===== src/rtl/core/agsc_pkg.sv =====
// ----------------------------------------------------------------------------
// agsc_pkg
// Shared types and constants of the gravity scale calibrator.
// ----------------------------------------------------------------------------
`default_nettype none

package agsc_pkg;

  // Register indexes of the configuration port.
  localparam logic [1:0] REG_MAG_LOW  = 2'd0;
  localparam logic [1:0] REG_MAG_HIGH = 2'd1;
  localparam logic [1:0] REG_MIN_GOOD = 2'd2;

  localparam logic [15:0] MAG_LOW_RST  = 16'd1500;
  localparam logic [15:0] MAG_HIGH_RST = 16'd30000;
  localparam logic [4:0]  MIN_GOOD_RST = 5'd8;
  localparam logic [15:0] SCALE_RST    = 16'd16384;
  localparam logic [19:0] SUM_MAX      = 20'hFFFFF;
  localparam logic [4:0]  COUNT_MAX    = 5'd31;

  // Operation codes from the controller to the datapath.
  typedef enum logic [1:0] {
    OP_LOAD = 2'd0,
    OP_SQRT = 2'd1,
    OP_DIV  = 2'd2,
    OP_AVG  = 2'd3
  } op_t;

  // Commands from the controller to the datapath.
  typedef struct packed {
    logic start;
    op_t  op;
    logic step;
    logic finish_calib;
    logic accum;
    logic load_out;
  } cmd_t;

  // Status from the datapath to the controller.
  typedef struct packed {
    logic mode;
    logic ok;
    logic last_calib;
    logic busy;
  } sts_t;

endpackage

`default_nettype wire


===== src/rtl/core/agsc_if.sv =====
// ----------------------------------------------------------------------------
// agsc_in_if / agsc_out_if / agsc_cfg_if
// Valid/ready channels of the gravity scale calibrator.
// ----------------------------------------------------------------------------
`default_nettype none

interface agsc_in_if;
  logic               valid;
  logic               ready;
  logic               mode;
  logic               sample_ok;
  logic signed [15:0] raw_x;
  logic signed [15:0] raw_y;
  logic signed [15:0] raw_z;
  modport source (output valid, mode, sample_ok, raw_x, raw_y, raw_z, input ready);
  modport sink   (input valid, mode, sample_ok, raw_x, raw_y, raw_z, output ready);
endinterface

interface agsc_out_if;
  logic               valid;
  logic               ready;
  logic               report_kind;
  logic               read_ok;
  logic signed [15:0] x_g;
  logic signed [15:0] y_g;
  logic signed [15:0] z_g;
  logic               calib_accepted;
  logic [15:0]        scale_now;
  modport source (output valid, report_kind, read_ok, x_g, y_g, z_g, calib_accepted,
                  scale_now, input ready);
  modport sink   (input valid, report_kind, read_ok, x_g, y_g, z_g, calib_accepted,
                  scale_now, output ready);
endinterface

interface agsc_cfg_if;
  logic        valid;
  logic        ready;
  logic [7:0]  index;
  logic [31:0] data;
  modport source (output valid, index, data, input ready);
  modport sink   (input valid, index, data, output ready);
endinterface

`default_nettype wire


===== src/rtl/core/agsc_ctrl.sv =====
// ----------------------------------------------------------------------------
// agsc_ctrl
// Sequencer: accepts an item, runs the iterative units, hands off a result.
// ----------------------------------------------------------------------------
`default_nettype none

module agsc_ctrl
  import agsc_pkg::*;
(
  input  wire logic clk,
  input  wire logic rst_n,
  input  wire logic in_valid,
  output logic      in_ready,
  input  wire logic out_busy,
  input  wire sts_t sts,
  output cmd_t      cmd
);

  typedef enum logic [6:0] {
    S_IDLE  = 7'b0000001,
    S_ROUTE = 7'b0000010,
    S_SQRT  = 7'b0000100,
    S_DIVX  = 7'b0001000,
    S_AVG   = 7'b0010000,
    S_WAIT  = 7'b0100000,
    S_EMIT  = 7'b1000000
  } state_t;

  state_t state_r, state_nxt;
  logic   go_r, go_nxt;
  logic [1:0] axis_r, axis_nxt;

  assign in_ready = (state_r == S_IDLE);

  // Next state and command decode.
  always_comb begin
    state_nxt = state_r;
    go_nxt    = 1'b0;
    axis_nxt  = axis_r;
    cmd       = '0;
    cmd.op    = OP_LOAD;
    case (state_r)
      S_IDLE: begin
        if (in_valid) begin
          cmd.start = 1'b1;
          state_nxt = S_ROUTE;
        end
      end
      S_ROUTE: begin
        if (sts.mode) begin
          axis_nxt  = 2'd0;
          cmd.op    = OP_DIV;
          cmd.start = sts.ok;
          state_nxt = sts.ok ? S_DIVX : S_WAIT;
        end else begin
          cmd.op    = OP_SQRT;
          cmd.start = sts.ok;
          state_nxt = S_SQRT;
        end
      end
      S_SQRT: begin
        cmd.op   = OP_SQRT;
        cmd.step = 1'b1;
        if (!sts.busy) begin
          cmd.accum = 1'b1;
          if (sts.last_calib) begin
            // The average starts once the last magnitude is in the sum.
            go_nxt    = 1'b1;
            state_nxt = S_AVG;
          end else begin
            state_nxt = S_IDLE;
          end
        end
      end
      S_AVG: begin
        cmd.op = OP_AVG;
        if (go_r) begin
          cmd.start = 1'b1;
        end else begin
          cmd.step = 1'b1;
          if (!sts.busy) begin
            cmd.finish_calib = 1'b1;
            state_nxt        = S_WAIT;
          end
        end
      end
      S_DIVX: begin
        cmd.op   = OP_DIV;
        cmd.step = 1'b1;
        if (!sts.busy) begin
          cmd.accum = 1'b1;
          if (axis_r == 2'd2) begin
            state_nxt = S_WAIT;
          end else begin
            cmd.step  = 1'b0;
            cmd.start = 1'b1;
            axis_nxt  = axis_r + 2'd1;
          end
        end
      end
      S_WAIT: begin
        if (!out_busy) begin
          cmd.load_out = 1'b1;
          state_nxt    = S_EMIT;
        end
      end
      S_EMIT: state_nxt = S_IDLE;
      default: state_nxt = S_IDLE;
    endcase
  end

  always_ff @(posedge clk) begin
    if (!rst_n) begin
      state_r <= S_IDLE;
      go_r    <= 1'b0;
      axis_r  <= 2'd0;
    end else begin
      state_r <= state_nxt;
      go_r    <= go_nxt;
      axis_r  <= axis_nxt;
    end
  end

endmodule

`default_nettype wire


===== src/rtl/core/agsc_dp.sv =====
// ----------------------------------------------------------------------------
// agsc_dp
// Datapath: square-root and restoring-divide unit, accumulators, result.
// ----------------------------------------------------------------------------
`default_nettype none

module agsc_dp
  import agsc_pkg::*;
#(
  parameter int CALIB_SAMPLES = 16,
  parameter int FRACTION_BITS = 10
) (
  input  wire logic               clk,
  input  wire logic               rst_n,
  input  wire cmd_t               cmd,
  output sts_t                    sts,
  input  wire logic               in_mode,
  input  wire logic               in_ok,
  input  wire logic signed [15:0] in_x,
  input  wire logic signed [15:0] in_y,
  input  wire logic signed [15:0] in_z,
  input  wire logic [15:0]        mag_low,
  input  wire logic [15:0]        mag_high,
  input  wire logic [4:0]         min_good,
  input  wire logic               out_ready,
  output logic                    out_valid,
  output logic                    out_kind,
  output logic                    out_read_ok,
  output logic signed [15:0]      out_x,
  output logic signed [15:0]      out_y,
  output logic signed [15:0]      out_z,
  output logic                    out_accepted,
  output logic [15:0]             out_scale
);

  localparam int IDXW = (CALIB_SAMPLES > 2) ? $clog2(CALIB_SAMPLES) : 1;
  localparam int NW   = 16 + FRACTION_BITS;   // dividend magnitude width
  localparam int QW   = NW;                   // quotient width

  // Captured item.
  logic               mode_r, ok_r;
  logic signed [15:0] ax_r [3];

  // Calibration state.
  logic [15:0]     scale_r;
  logic [19:0]     sum_r;
  logic [4:0]      cnt_r;
  logic [IDXW-1:0] idx_r;

  // Shared iterative unit: sqrt uses rem/res/bit, divide uses rem/res/num/den.
  logic [33:0] rem_r;
  logic [33:0] res_r;
  logic [33:0] bit_r;
  logic [5:0]  cnt_it_r;
  logic        busy_r;
  logic [1:0]  axis_r;
  logic [QW-1:0] num_r;
  logic [16:0] den_r;
  logic        neg_r;

  // Results gathered for the output item.
  logic signed [15:0] g_r [3];
  logic               acc_r;

  // Squares are formed at full width so that no bits are lost.
  logic [33:0] sq_sum;
  logic [31:0] sqx, sqy, sqz;
  assign sqx = 32'($signed(32'(ax_r[0])) * $signed(32'(ax_r[0])));
  assign sqy = 32'($signed(32'(ax_r[1])) * $signed(32'(ax_r[1])));
  assign sqz = 32'($signed(32'(ax_r[2])) * $signed(32'(ax_r[2])));

  logic [33:0] trial;
  assign trial = res_r + bit_r;

  // Divide step: shift in next numerator bit, compare against divisor.
  logic [16:0] drem_sh;
  logic [17:0] dsub;
  assign drem_sh = {rem_r[15:0], num_r[QW-1]};
  assign dsub    = {1'b0, drem_sh} - {1'b0, den_r};

  // The next division takes the following axis while the current one is stored.
  logic [1:0]         div_axis;
  logic signed [16:0] raw_sel;
  logic [15:0]        mag_abs;
  assign div_axis = (cmd.accum && axis_r != 2'd2) ? axis_r + 2'd1 : axis_r;
  assign raw_sel  = 17'(ax_r[div_axis]);
  assign mag_abs  = raw_sel[16] ? 16'(-raw_sel) : raw_sel[15:0];

  // Signed saturating conversion of the quotient magnitude.
  logic signed [15:0] g_sat;
  always_comb begin
    if (neg_r) begin
      g_sat = (res_r[QW-1:0] > QW'(32768)) ? -16'sd32768 : 16'(-res_r[15:0]);
    end else begin
      g_sat = (res_r[QW-1:0] > QW'(32767)) ? 16'sd32767 : res_r[15:0];
    end
  end

  logic [20:0] sum_add;
  assign sum_add = {1'b0, sum_r} + {4'd0, res_r[16:0]};

  assign sts.mode       = mode_r;
  assign sts.ok         = ok_r;
  assign sts.last_calib = (32'(idx_r) == CALIB_SAMPLES - 1);
  assign sts.busy       = busy_r;

  // Capture and iterative unit.
  always_ff @(posedge clk) begin
    if (cmd.start && cmd.op == OP_LOAD) begin
      mode_r <= in_mode;
      ok_r   <= in_ok;
      ax_r[0] <= in_x;
      ax_r[1] <= in_y;
      ax_r[2] <= in_z;
      axis_r <= 2'd0;
      g_r[0] <= '0;
      g_r[1] <= '0;
      g_r[2] <= '0;
    end
    if (cmd.start && cmd.op == OP_SQRT) begin
      rem_r    <= sq_sum;
      res_r    <= '0;
      bit_r    <= 34'h1 << 32;
      cnt_it_r <= 6'd17;
    end
    if (cmd.start && cmd.op == OP_DIV) begin
      num_r    <= QW'(mag_abs) << FRACTION_BITS;
      neg_r    <= raw_sel[16];
      den_r    <= {1'b0, scale_r};
      rem_r    <= '0;
      res_r    <= '0;
      cnt_it_r <= 6'(QW);
    end
    if (cmd.start && cmd.op == OP_AVG) begin
      num_r    <= QW'(sum_r);
      den_r    <= {12'd0, cnt_r};
      rem_r    <= '0;
      res_r    <= '0;
      cnt_it_r <= 6'(QW);
    end
    if (cmd.step && busy_r) begin
      cnt_it_r <= cnt_it_r - 6'd1;
      if (cmd.op == OP_SQRT) begin
        if (rem_r >= trial) begin
          rem_r <= rem_r - trial;
          res_r <= (res_r >> 1) + bit_r;
        end else begin
          res_r <= res_r >> 1;
        end
        bit_r <= bit_r >> 2;
      end else begin
        num_r <= num_r << 1;
        if (!dsub[17]) begin
          rem_r <= {17'd0, dsub[16:0]};
          res_r <= {res_r[32:0], 1'b1};
        end else begin
          rem_r <= {17'd0, drem_sh};
          res_r <= {res_r[32:0], 1'b0};
        end
      end
    end
    if (cmd.accum && mode_r) begin
      g_r[axis_r] <= g_sat;
      axis_r      <= axis_r + 2'd1;
    end
  end

  assign sq_sum = 34'(sqx) + 34'(sqy) + 34'(sqz);

  always_ff @(posedge clk) begin
    if (!rst_n) begin
      busy_r <= 1'b0;
    end else if (cmd.start && cmd.op != OP_LOAD) begin
      busy_r <= 1'b1;
    end else if (cmd.step && busy_r && cnt_it_r == 6'd1) begin
      busy_r <= 1'b0;
    end
  end

  // Calibration accumulators and scale.
  logic [19:0] avg;
  logic        take;
  assign avg  = res_r[19:0];
  assign take = (cnt_r != 5'd0) && (cnt_r >= min_good) && (avg != 20'd0) &&
                (avg >= 20'(mag_low)) && (avg <= 20'(mag_high));

  always_ff @(posedge clk) begin
    if (!rst_n) begin
      scale_r <= SCALE_RST;
      sum_r   <= '0;
      cnt_r   <= '0;
      idx_r   <= '0;
    end else if (cmd.finish_calib) begin
      if (take) scale_r <= avg[15:0];
      sum_r <= '0;
      cnt_r <= '0;
      idx_r <= '0;
    end else if (cmd.accum && !mode_r) begin
      if (ok_r) begin
        sum_r <= sum_add[20] ? SUM_MAX : sum_add[19:0];
        if (cnt_r != COUNT_MAX) cnt_r <= cnt_r + 5'd1;
      end
      if (!sts.last_calib) idx_r <= idx_r + IDXW'(1);
    end
  end

  always_ff @(posedge clk) begin
    if (cmd.finish_calib) acc_r <= take;
  end

  // Output register.
  always_ff @(posedge clk) begin
    if (!rst_n) begin
      out_valid <= 1'b0;
    end else if (cmd.load_out) begin
      out_valid <= 1'b1;
    end else if (out_ready) begin
      out_valid <= 1'b0;
    end
  end

  always_ff @(posedge clk) begin
    if (cmd.load_out) begin
      out_kind     <= !mode_r;
      out_read_ok  <= mode_r & ok_r;
      out_x        <= g_r[0];
      out_y        <= g_r[1];
      out_z        <= g_r[2];
      out_accepted <= !mode_r & acc_r;
      out_scale    <= scale_r;
    end
  end

endmodule

`default_nettype wire


===== src/rtl/core/accel_gravity_scale_calibrator.sv =====
// ----------------------------------------------------------------------------
// accel_gravity_scale_calibrator
// Gravity-magnitude scale calibration and measurement scaling of raw samples.
// ----------------------------------------------------------------------------
//  channel  dir  transfer when        payload
//  in_*     in   valid & ready        mode, sample_ok, raw_x/y/z
//  out_*    out  valid & ready        report_kind .. scale_now
//  cfg_*    in   valid & ready        index, data (always ready)
//
//  A measurement runs the bit-serial divider once per axis; a calibration item
//  runs 17 square-root steps, and the last of a round also runs the divider
//  for the average and then gives the report. A failed read skips the
//  iterative units. One item at a time; a result waits in the output
//  register while the next item is worked on, and that item holds before its
//  own output until the register is free. Reset is synchronous, active low.
// ----------------------------------------------------------------------------
`default_nettype none

module accel_gravity_scale_calibrator
  import agsc_pkg::*;
#(
  parameter int CALIB_SAMPLES = 16,
  parameter int FRACTION_BITS = 10
) (
  input wire logic  clk,
  input wire logic  rst_n,
  agsc_in_if.sink   in_ch,
  agsc_out_if.source out_ch,
  agsc_cfg_if.sink  cfg_ch
);

  logic [15:0] mag_low_r, mag_high_r;
  logic [4:0]  min_good_r;
  cmd_t        cmd;
  sts_t        sts;
  logic        in_ready;

  // Configuration registers.
  assign cfg_ch.ready = 1'b1;
  always_ff @(posedge clk) begin
    if (!rst_n) begin
      mag_low_r  <= MAG_LOW_RST;
      mag_high_r <= MAG_HIGH_RST;
      min_good_r <= MIN_GOOD_RST;
    end else if (cfg_ch.valid) begin
      if (cfg_ch.index == 8'(REG_MAG_LOW))  mag_low_r  <= cfg_ch.data[15:0];
      if (cfg_ch.index == 8'(REG_MAG_HIGH)) mag_high_r <= cfg_ch.data[15:0];
      if (cfg_ch.index == 8'(REG_MIN_GOOD)) min_good_r <= cfg_ch.data[4:0];
    end
  end

  assign in_ch.ready = in_ready;

  agsc_ctrl u_ctrl (
    .clk      (clk),
    .rst_n    (rst_n),
    .in_valid (in_ch.valid),
    .in_ready (in_ready),
    .out_busy (out_ch.valid),
    .sts      (sts),
    .cmd      (cmd)
  );

  agsc_dp #(
    .CALIB_SAMPLES (CALIB_SAMPLES),
    .FRACTION_BITS (FRACTION_BITS)
  ) u_dp (
    .clk          (clk),
    .rst_n        (rst_n),
    .cmd          (cmd),
    .sts          (sts),
    .in_mode      (in_ch.mode),
    .in_ok        (in_ch.sample_ok),
    .in_x         (in_ch.raw_x),
    .in_y         (in_ch.raw_y),
    .in_z         (in_ch.raw_z),
    .mag_low      (mag_low_r),
    .mag_high     (mag_high_r),
    .min_good     (min_good_r),
    .out_ready    (out_ch.ready),
    .out_valid    (out_ch.valid),
    .out_kind     (out_ch.report_kind),
    .out_read_ok  (out_ch.read_ok),
    .out_x        (out_ch.x_g),
    .out_y        (out_ch.y_g),
    .out_z        (out_ch.z_g),
    .out_accepted (out_ch.calib_accepted),
    .out_scale    (out_ch.scale_now)
  );

  // The scale never becomes zero.
  a_scale_nz: assert property (@(posedge clk) disable iff (!rst_n)
    out_ch.valid |-> out_ch.scale_now != 16'd0)
    else $error("scale is zero");

  // A stalled result stays valid and unchanged until it is taken.
  a_out_hold: assert property (@(posedge clk) disable iff (!rst_n)
    out_ch.valid && !out_ch.ready |=> out_ch.valid && $stable(out_ch.x_g) &&
    $stable(out_ch.scale_now) && $stable(out_ch.report_kind))
    else $error("stalled result changed");

  // A calibration report carries no read_ok.
  a_report_fields: assert property (@(posedge clk) disable iff (!rst_n)
    out_ch.valid && out_ch.report_kind |-> !out_ch.read_ok)
    else $error("report carries read_ok");

endmodule

`default_nettype wire


===== src/flat_wrapper.sv =====
// flat-port wrapper written by rule: the top's interface ports become plain ports
module accel_gravity_scale_calibrator_flat import agsc_pkg::*;
#(
  parameter int CALIB_SAMPLES = 16,
  parameter int FRACTION_BITS = 10
)
  (clk, rst_n, in_ch_valid, in_ch_mode, in_ch_sample_ok, in_ch_raw_x, in_ch_raw_y, in_ch_raw_z, in_ch_ready, out_ch_valid, out_ch_report_kind, out_ch_read_ok, out_ch_x_g, out_ch_y_g, out_ch_z_g, out_ch_calib_accepted, out_ch_scale_now, out_ch_ready, cfg_ch_valid, cfg_ch_index, cfg_ch_data, cfg_ch_ready);
  agsc_in_if in_ch_i ();
  agsc_out_if out_ch_i ();
  agsc_cfg_if cfg_ch_i ();
  input wire logic clk;
  input wire logic rst_n;
  input wire logic [$bits(in_ch_i.valid)-1:0] in_ch_valid;
  input wire logic [$bits(in_ch_i.mode)-1:0] in_ch_mode;
  input wire logic [$bits(in_ch_i.sample_ok)-1:0] in_ch_sample_ok;
  input wire logic [$bits(in_ch_i.raw_x)-1:0] in_ch_raw_x;
  input wire logic [$bits(in_ch_i.raw_y)-1:0] in_ch_raw_y;
  input wire logic [$bits(in_ch_i.raw_z)-1:0] in_ch_raw_z;
  output wire logic [$bits(in_ch_i.ready)-1:0] in_ch_ready;
  output wire logic [$bits(out_ch_i.valid)-1:0] out_ch_valid;
  output wire logic [$bits(out_ch_i.report_kind)-1:0] out_ch_report_kind;
  output wire logic [$bits(out_ch_i.read_ok)-1:0] out_ch_read_ok;
  output wire logic [$bits(out_ch_i.x_g)-1:0] out_ch_x_g;
  output wire logic [$bits(out_ch_i.y_g)-1:0] out_ch_y_g;
  output wire logic [$bits(out_ch_i.z_g)-1:0] out_ch_z_g;
  output wire logic [$bits(out_ch_i.calib_accepted)-1:0] out_ch_calib_accepted;
  output wire logic [$bits(out_ch_i.scale_now)-1:0] out_ch_scale_now;
  input wire logic [$bits(out_ch_i.ready)-1:0] out_ch_ready;
  input wire logic [$bits(cfg_ch_i.valid)-1:0] cfg_ch_valid;
  input wire logic [$bits(cfg_ch_i.index)-1:0] cfg_ch_index;
  input wire logic [$bits(cfg_ch_i.data)-1:0] cfg_ch_data;
  output wire logic [$bits(cfg_ch_i.ready)-1:0] cfg_ch_ready;
  assign in_ch_i.valid = in_ch_valid;
  assign in_ch_i.mode = in_ch_mode;
  assign in_ch_i.sample_ok = in_ch_sample_ok;
  assign in_ch_i.raw_x = in_ch_raw_x;
  assign in_ch_i.raw_y = in_ch_raw_y;
  assign in_ch_i.raw_z = in_ch_raw_z;
  assign in_ch_ready = in_ch_i.ready;
  assign out_ch_valid = out_ch_i.valid;
  assign out_ch_report_kind = out_ch_i.report_kind;
  assign out_ch_read_ok = out_ch_i.read_ok;
  assign out_ch_x_g = out_ch_i.x_g;
  assign out_ch_y_g = out_ch_i.y_g;
  assign out_ch_z_g = out_ch_i.z_g;
  assign out_ch_calib_accepted = out_ch_i.calib_accepted;
  assign out_ch_scale_now = out_ch_i.scale_now;
  assign out_ch_i.ready = out_ch_ready;
  assign cfg_ch_i.valid = cfg_ch_valid;
  assign cfg_ch_i.index = cfg_ch_index;
  assign cfg_ch_i.data = cfg_ch_data;
  assign cfg_ch_ready = cfg_ch_i.ready;
  accel_gravity_scale_calibrator #(.CALIB_SAMPLES(CALIB_SAMPLES), .FRACTION_BITS(FRACTION_BITS)) u_core (.clk(clk), .rst_n(rst_n), .in_ch(in_ch_i), .out_ch(out_ch_i), .cfg_ch(cfg_ch_i));
endmodule

===== config.mk =====
export PLATFORM = sky130hd
export DESIGN_NAME = accel_gravity_scale_calibrator_flat
export DESIGN_NICKNAME = d
export VERILOG_FILES = /design/src/rtl/core/agsc_pkg.sv /design/src/rtl/core/agsc_if.sv /design/src/rtl/core/agsc_ctrl.sv /design/src/rtl/core/agsc_dp.sv /design/src/rtl/core/accel_gravity_scale_calibrator.sv /design/src/flat_wrapper.sv
export SDC_FILE = /design/constraint.sdc
export NUM_CORES = 2
export LEC_CHECK = 0
export BUFFER_PORTS_ARGS = -buffer_cell sky130_fd_sc_hd__buf_2
export CAP_MARGIN = 20
export CORE_UTILIZATION = 30
export CTS_CLUSTER_DIAMETER = 120
export CTS_CLUSTER_SIZE = 8
export DETAILED_ROUTE_END_ITERATION = 7
export PLACE_DENSITY_LB_ADDON = 0.2
export SLEW_MARGIN = 40
export SYNTH_ARGS = -nofsm -noshare
export SYNTH_HDL_FRONTEND = slang
export SYNTH_SLANG_ARGS = --single-unit

===== constraint.sdc =====
create_clock -name clk -period 20.1 [get_ports clk]
set_input_delay 2.01 -clock clk [delete_from_list [all_inputs] [get_ports clk]]
set_output_delay 2.01 -clock clk [all_outputs]
set_load 0.02 [all_outputs]

## Word level (Yosys, flattened, before mapping)

Memory sizes are Yosys's and may differ from the RTL's. A register that Yosys moved wholly into a read port is not among the register bits.
Index checks and enable logic that the tools add are counted.

- $add $sub $neg: 14
- $mul: 3
- Div/mod/pow operators: 0
- Magnitude comparators: 6
- Equality and inequality tests: 25
- Shift operators: 0
- Muxes and demuxes: 78
- Bitwise logic cells: 5
- Reduce and logical (&&, ||, !) cells: 39

Operators with widths:

| cell | number |
|---|---|
| $mux 34 | 15 |
| $mux 26 | 4 |
| $mul 16x16->32 | 3 |
| $mux 16 | 5 |
| $mux 7 | 7 |
| $pmux 7 s6 | 1 |
| $mux 6 | 6 |
| $add 33x32->34 | 1 |
| $add 33x34->34 | 1 |
| $add 34x34->34 | 1 |
| $ge 34x34->1 | 1 |
| $sub 34x34->34 | 1 |
| $add 32x32->33 | 1 |
| $neg 16->16 | 2 |
| $gt 26x15->1 const B | 1 |
| $gt 26x16->1 const B | 1 |
| $mux 1 | 22 |
| $add 20x17->21 | 1 |
| $ge 20x16->1 | 1 |
| $le 20x16->1 | 1 |
| $mux 20 | 1 |
| $ne 2x2->1 const B | 10 |
| $reduce_bool 20->1 | 1 |
| $mux 2 | 9 |
| 41 further kinds | 73 |

- Bits in registers: 269
- Bits in latches: 0
- Memory bits (writable): 96
- ROM bits: 0
- Input port bits: 95
- Output and inout port bits: 70
- Logic and storage cells: 200
- Memories kept: 2

Memories:

| name | depth | bits a word | rd ports | clocked after memory_dff | write ports | line | RTL |
|---|---|---|---|---|---|---|---|
| u_core.u_dp.ax_r | 3 | 16 | 4 | 0 | 3 | agsc_dp.sv:42 | `logic signed [15:0] ax_r [3];` |
| u_core.u_dp.g_r | 3 | 16 | 3 | 3 | 3 | agsc_dp.sv:62 | `logic signed [15:0] g_r [3];` |

## Longest topological paths before layout

An unclocked memory read counts as a cell.

- Depth after elaboration: 12
- Mapped depth: 37
- Gate-level depth less buffers: 36

## Modules after synthesis

From an unflattened synthesis, not the netlist that was laid out.

- Cells, all modules: 5772
- Area total of the unflattened synthesis: 52947.0 sq um

By module, submodules not included:

| module | instances | cells each | area each (sq um) | seq. area each (sq um) |
|---|---|---|---|---|
| agsc_dp | 1 | 5522 | 50643.6 | 9469.1 |
| accel_gravity_scale_calibrator | 1 | 156 | 1559.0 | 740.7 |
| agsc_ctrl | 1 | 94 | 744.5 | 200.2 |

## Worst setup path after synthesis

No wires, ideal clock.

- Kind: flip-flop to flip-flop
- Start point: mem u_core.u_dp.ax_r[2][2]
- End point: reg u_core.u_dp.rem_r[31]
- Setup time: 0.122 ns
- Data arrival time: 8.432 ns
- Required time: 19.978 ns
- Setup slack: 11.547 ns
- Stages on the path, launching flop included: 35
- Buffers on the path: 2
- Period minus slack after synthesis: 8.553 ns
- Path through: edfxtp_1 > clkbuf_1 > clkbuf_1 > nand2_1 > fa_1 > fa_1 > inv_1 > fa_1 > inv_1 > fa_1 > inv_1 > fa_1 > fa_1 > ha_1 > a21oi_1 > nor2_1 > a221oi_1 > o31ai_1 > or2_2 > a21o_1 > a21oi_1 > xor2_1 > fa_1 > inv_1 > ha_1 > a211oi_1 > nor2_1 > nor4_1 > nor3_1 > a221o_1 > a31oi_1 > o21a_1 > o21ai_0 > xor2_1 > a221o_1

RTL lines:

| element | line | RTL |
|---|---|---|
| from (decl) | agsc_dp.sv:42 |  |
| to (signal assigned) | agsc_dp.sv:121 | `rem_r <= sq_sum;` |
| to (signal assigned) | agsc_dp.sv:145 | `rem_r <= rem_r - trial;` |
| to (signal assigned) | agsc_dp.sv:154 | `rem_r <= {17'd0, dsub[16:0]};` |
| to (decl) | agsc_dp.sv:51 | `logic [33:0] rem_r;` |

==> results_dict.tcl <==
set metrics [dict create \
    wl_per_cell_um 17.79 \
    yosysWarnings 0 \
    cts.repair.resized 0 \
    postPlaceCellArea_um2 55890 \
    syn_to_final_growth_pct 10.27 \
    timing.final.hold_violations 0 \
    critical-path-top-delay-family "adder cells" \
    synth-main-ff-cell "sky130_fd_sc_hd__edfxtp_1" \
    worstSetupStartpoint "u_core.u_dp.ax_r[2][3]" \
    final_min_period_over_clock_period_pct 51.58 \
    rsz0062_at_grt "no" \
    reg2regPathDepth 34 \
    synth_cell_type_count 87 \
    first_pass_iters 8 \
    fp.dieW_um 419.6 \
    crit_path_max_fanout 12 \
    total_number_of_h_tree_levels 2 \
    antenna_found_initial 2 \
    max_cap_viol_count 0 \
    global_route.peak_usage_layer "met2" \
    rrSetupSlack_ns 9.73 \
    layout_setup_ws_ns 9.731 \
    finalWorstPathRequiredPeriod_ns 10.37 \
    final_layout_size_suffix_gt1_share_pct 5.898 \
    crit_path_buffers_inverters 6 \
    port_buf_inserts 147 \
    place.detailed.instances 8101 \
    total_stage_count_of_the_critical_path 34 \
    die_h_um 419.6 \
    crit_path_end_kind "register" \
    critical_path.endpoint "u_core.u_dp.rem_r[31]" \
    critical_path.most_common_cell "sky130_fd_sc_hd__fa_1" \
    timing.rr.end "u_core.u_dp.rem_r[31]" \
    finalSetupViolCount 0 \
    dr_total_vias 39135 \
    cts_setup_buffers 0 \
    path_class "register to register" \
    worstPathRequired_ns 20.69 \
    io-pin-count 165 \
    use_met1_pct 22.67 \
    start_util_pct 30.33 \
    postSynthAreaPerCell_um2 9.103 \
    final_design_area_no_fill_um2 57700 \
    synthCells 5748 \
    cts_root_buffer "sky130_fd_sc_hd__clkbuf_16" \
    timing_max_transition_violations_final 0 \
    synthTopCellsByArea "sky130_fd_sc_hd__fa_1 29%, sky130_fd_sc_hd__edfxtp_1 12%, sky130_fd_sc_hd__ha_1 11%" \
    cts.clk_slew.worst_paths_ns 0.06 \
    failed_checks "design-rule violations" \
    number_of_buffers_added_by_the_clock_tree_synthesis_step 58 \
    grt_max_degree 67 \
    drc 2 \
    global_route.overflow_total 0 \
    design.core.area_um2 172500 \
    gr-usage-met3_pct 1.765 \
    synthesis.nets 7051 \
    layout.cells.non_filler 8211 \
    gp_congestion 0.8531 \
    synthesis.area_um2 52330 \
    post-synth-top-area-cell "sky130_fd_sc_hd__fa_1" \
    grt_pass1_wl_um 231500 \
    synth_enable_flop_cells 214 \
    run_status "finished with violations" \
    hpwl_um 116200 \
    clock_tree.buffer_depth 3 \
    first_global_vias 40807 \
    fin_skew_ns 0.05914 \
    achievable-frequency_ghz 0.09645 \
    crit_path_max_incr_delay_ns 0.79 \
    summed_negative_setup_slack_over_all_endpoints_ns 0 \
    cts_num_sinks 413 \
    first_iter_violations 2442 \
    yosysSeqAreaShare_pct 19.89 \
    detail_route.vias_per_cell 4.766 \
    rr_startpoint "u_core.u_dp.ax_r[2][3]" \
    clock_latency_of_the_later_clocked_register_in_the_worst_skew_pair_ns 0.70 \
    timing.critical_path.slowest_stage_cell "sky130_fd_sc_hd__edfxtp_1" \
    setup.worst_path.start_class "register" \
    detail_route.wirelength_um 146100 \
    synth-async-reset-ratio_pct 0 \
    min-delay-path-class "register to register" \
    grt.total_usage_pct 16.89 \
    tightest_slew_ns 0.9130 \
    design.die.area_um2 176100 \
    synth_top_area_share_pct 28.69 \
    groute.layer.met2.usage_pct 28.89 \
    worst_path_arrival_ns 10.96 \
    ant_nets 0 \
    postSynthRegisterBits 413 \
    detailedPlace.worstSlack_ns 9.819 \
    cts-hold-fix-buffers 0 \
    clock_tree_from_tritoncts "built" \
    timing.slew.headroom_pct 39.13 \
    placementRows 152 \
    finish.net_count 7160 \
]
per-stage QoR:
step	util, %	hold slack [ns]
floorplan	-	0.4003
global placement	32.36	0.4024
detailed placement	32.40	0.4045
CTS	33.41	0.4164
global route	33.45	0.4254
finish	33.45	0.4130
cell type report:
class	instances	area, µm²
Clock inverter	3	90.09
Clock buffer	100	1650
Timing Repair Buffer	217	1271
Fill cell	18080	114800
Sequential cell	413	10410
Multi-Input combinational cell	3998	37000
Inverter	1169	4388
Antenna cell	1	2.502
Tap cell	2310	2890
layout by cell type, fill, tap and decap left out, types with 55 or more instances in the layout:
| master | synthesis | routed |
|---|---|---|
| sky130_fd_sc_hd__nand2_1 | 559 | 556 |
| sky130_fd_sc_hd__and2_1 | 67 | 67 |
| sky130_fd_sc_hd__buf_4 | 2 | 57 |
| sky130_fd_sc_hd__a21oi_1 | 275 | 274 |
| sky130_fd_sc_hd__ha_1 | 458 | 458 |
| sky130_fd_sc_hd__nand3_1 | 55 | 55 |
| sky130_fd_sc_hd__xor2_1 | 127 | 127 |
| sky130_fd_sc_hd__a21o_1 | 126 | 126 |
| sky130_fd_sc_hd__edfxtp_1 | 214 | 214 |
| sky130_fd_sc_hd__buf_2 | 6 | 150 |
| sky130_fd_sc_hd__xnor2_1 | 148 | 148 |
| sky130_fd_sc_hd__dfxtp_1 | 199 | 199 |
| sky130_fd_sc_hd__nor2_1 | 407 | 403 |
| sky130_fd_sc_hd__fa_1 | 750 | 750 |
| sky130_fd_sc_hd__clkbuf_16 | 0 | 59 |
| sky130_fd_sc_hd__o21ai_0 | 231 | 231 |
| sky130_fd_sc_hd__nor3_1 | 58 | 57 |
| sky130_fd_sc_hd__inv_1 | 1160 | 1158 |
| sky130_fd_sc_hd__nor2b_1 | 73 | 73 |
worst min-delay path by stage:
stage | end | cells after the start | start
after floorplan | out_ch_x_g[0] | 0 | u_core.u_dp.g_r[0][0]
after global placement | out_ch_x_g[15] | 0 | u_core.u_dp.g_r[0][15]
after detailed placement | out_ch_x_g[12] | 0 | u_core.u_dp.g_r[0][12]
after CTS | out_ch_y_g[12] | 0 | u_core.u_dp.g_r[1][12]
after global routing | out_ch_y_g[12] | 0 | u_core.u_dp.g_r[1][12]
final | out_ch_z_g[7] | 0 | u_core.u_dp.g_r[2][7]
synthesized netlist by cell type, types with 58 or more instances:
| library cell | number |
|---|---|
| sky130_fd_sc_hd__and2_1 | 67 |
| sky130_fd_sc_hd__nand2_1 | 559 |
| sky130_fd_sc_hd__xnor2_1 | 148 |
| sky130_fd_sc_hd__edfxtp_1 | 214 |
| sky130_fd_sc_hd__nor3_1 | 58 |
| sky130_fd_sc_hd__fa_1 | 750 |
| sky130_fd_sc_hd__a21o_1 | 126 |
| sky130_fd_sc_hd__nor2b_1 | 73 |
| sky130_fd_sc_hd__ha_1 | 458 |
| sky130_fd_sc_hd__nor2_1 | 407 |
| sky130_fd_sc_hd__inv_1 | 1160 |
| sky130_fd_sc_hd__a21oi_1 | 275 |
| sky130_fd_sc_hd__clkbuf_1 | 152 |
| sky130_fd_sc_hd__xor2_1 | 127 |
| sky130_fd_sc_hd__dfxtp_1 | 199 |
| sky130_fd_sc_hd__o21ai_0 | 231 |
layer usage:
metal / routed length, µm / share of wire, %
met3: 5216 / 3.6
met2: 69790 / 48
met4: 3672 / 2.5
met1: 67390 / 46
met5: 0 / 0
cells by family (layout without fill, tap and decap cells):
group                    after synthesis  count (layout)  synth area share [%]
AO/OA/AOI/OAI                       1053            1053                 13.04
other                                  1               2              0.007167
XOR/XNOR                             275             275                 4.603
AND/OR/NAND/NOR                     1414            1414                 12.27
adder cells (fa/ha/maj)             1208            1208                 39.65
flip-flops                           413             413                 19.89
buffers and inverters               1337            1489                 9.620
multiplexers                          47              47                0.9254
registers in the layout, indices dropped and copies added, names as in the netlist, 20 cells and up:
register / cells
u_core.u_dp.rem_r: 34
u_core.u_dp.sum_r: 20
u_core.u_dp.num_r: 26
u_core.u_dp.ax_r: 48
u_core.u_dp.g_r: 48
u_core.u_dp.res_r: 34
u_core.u_dp.bit_r: 34
Power is not shown: default switching activity piles up to over one toggle a cycle in this logic, so the estimate is an artifact.
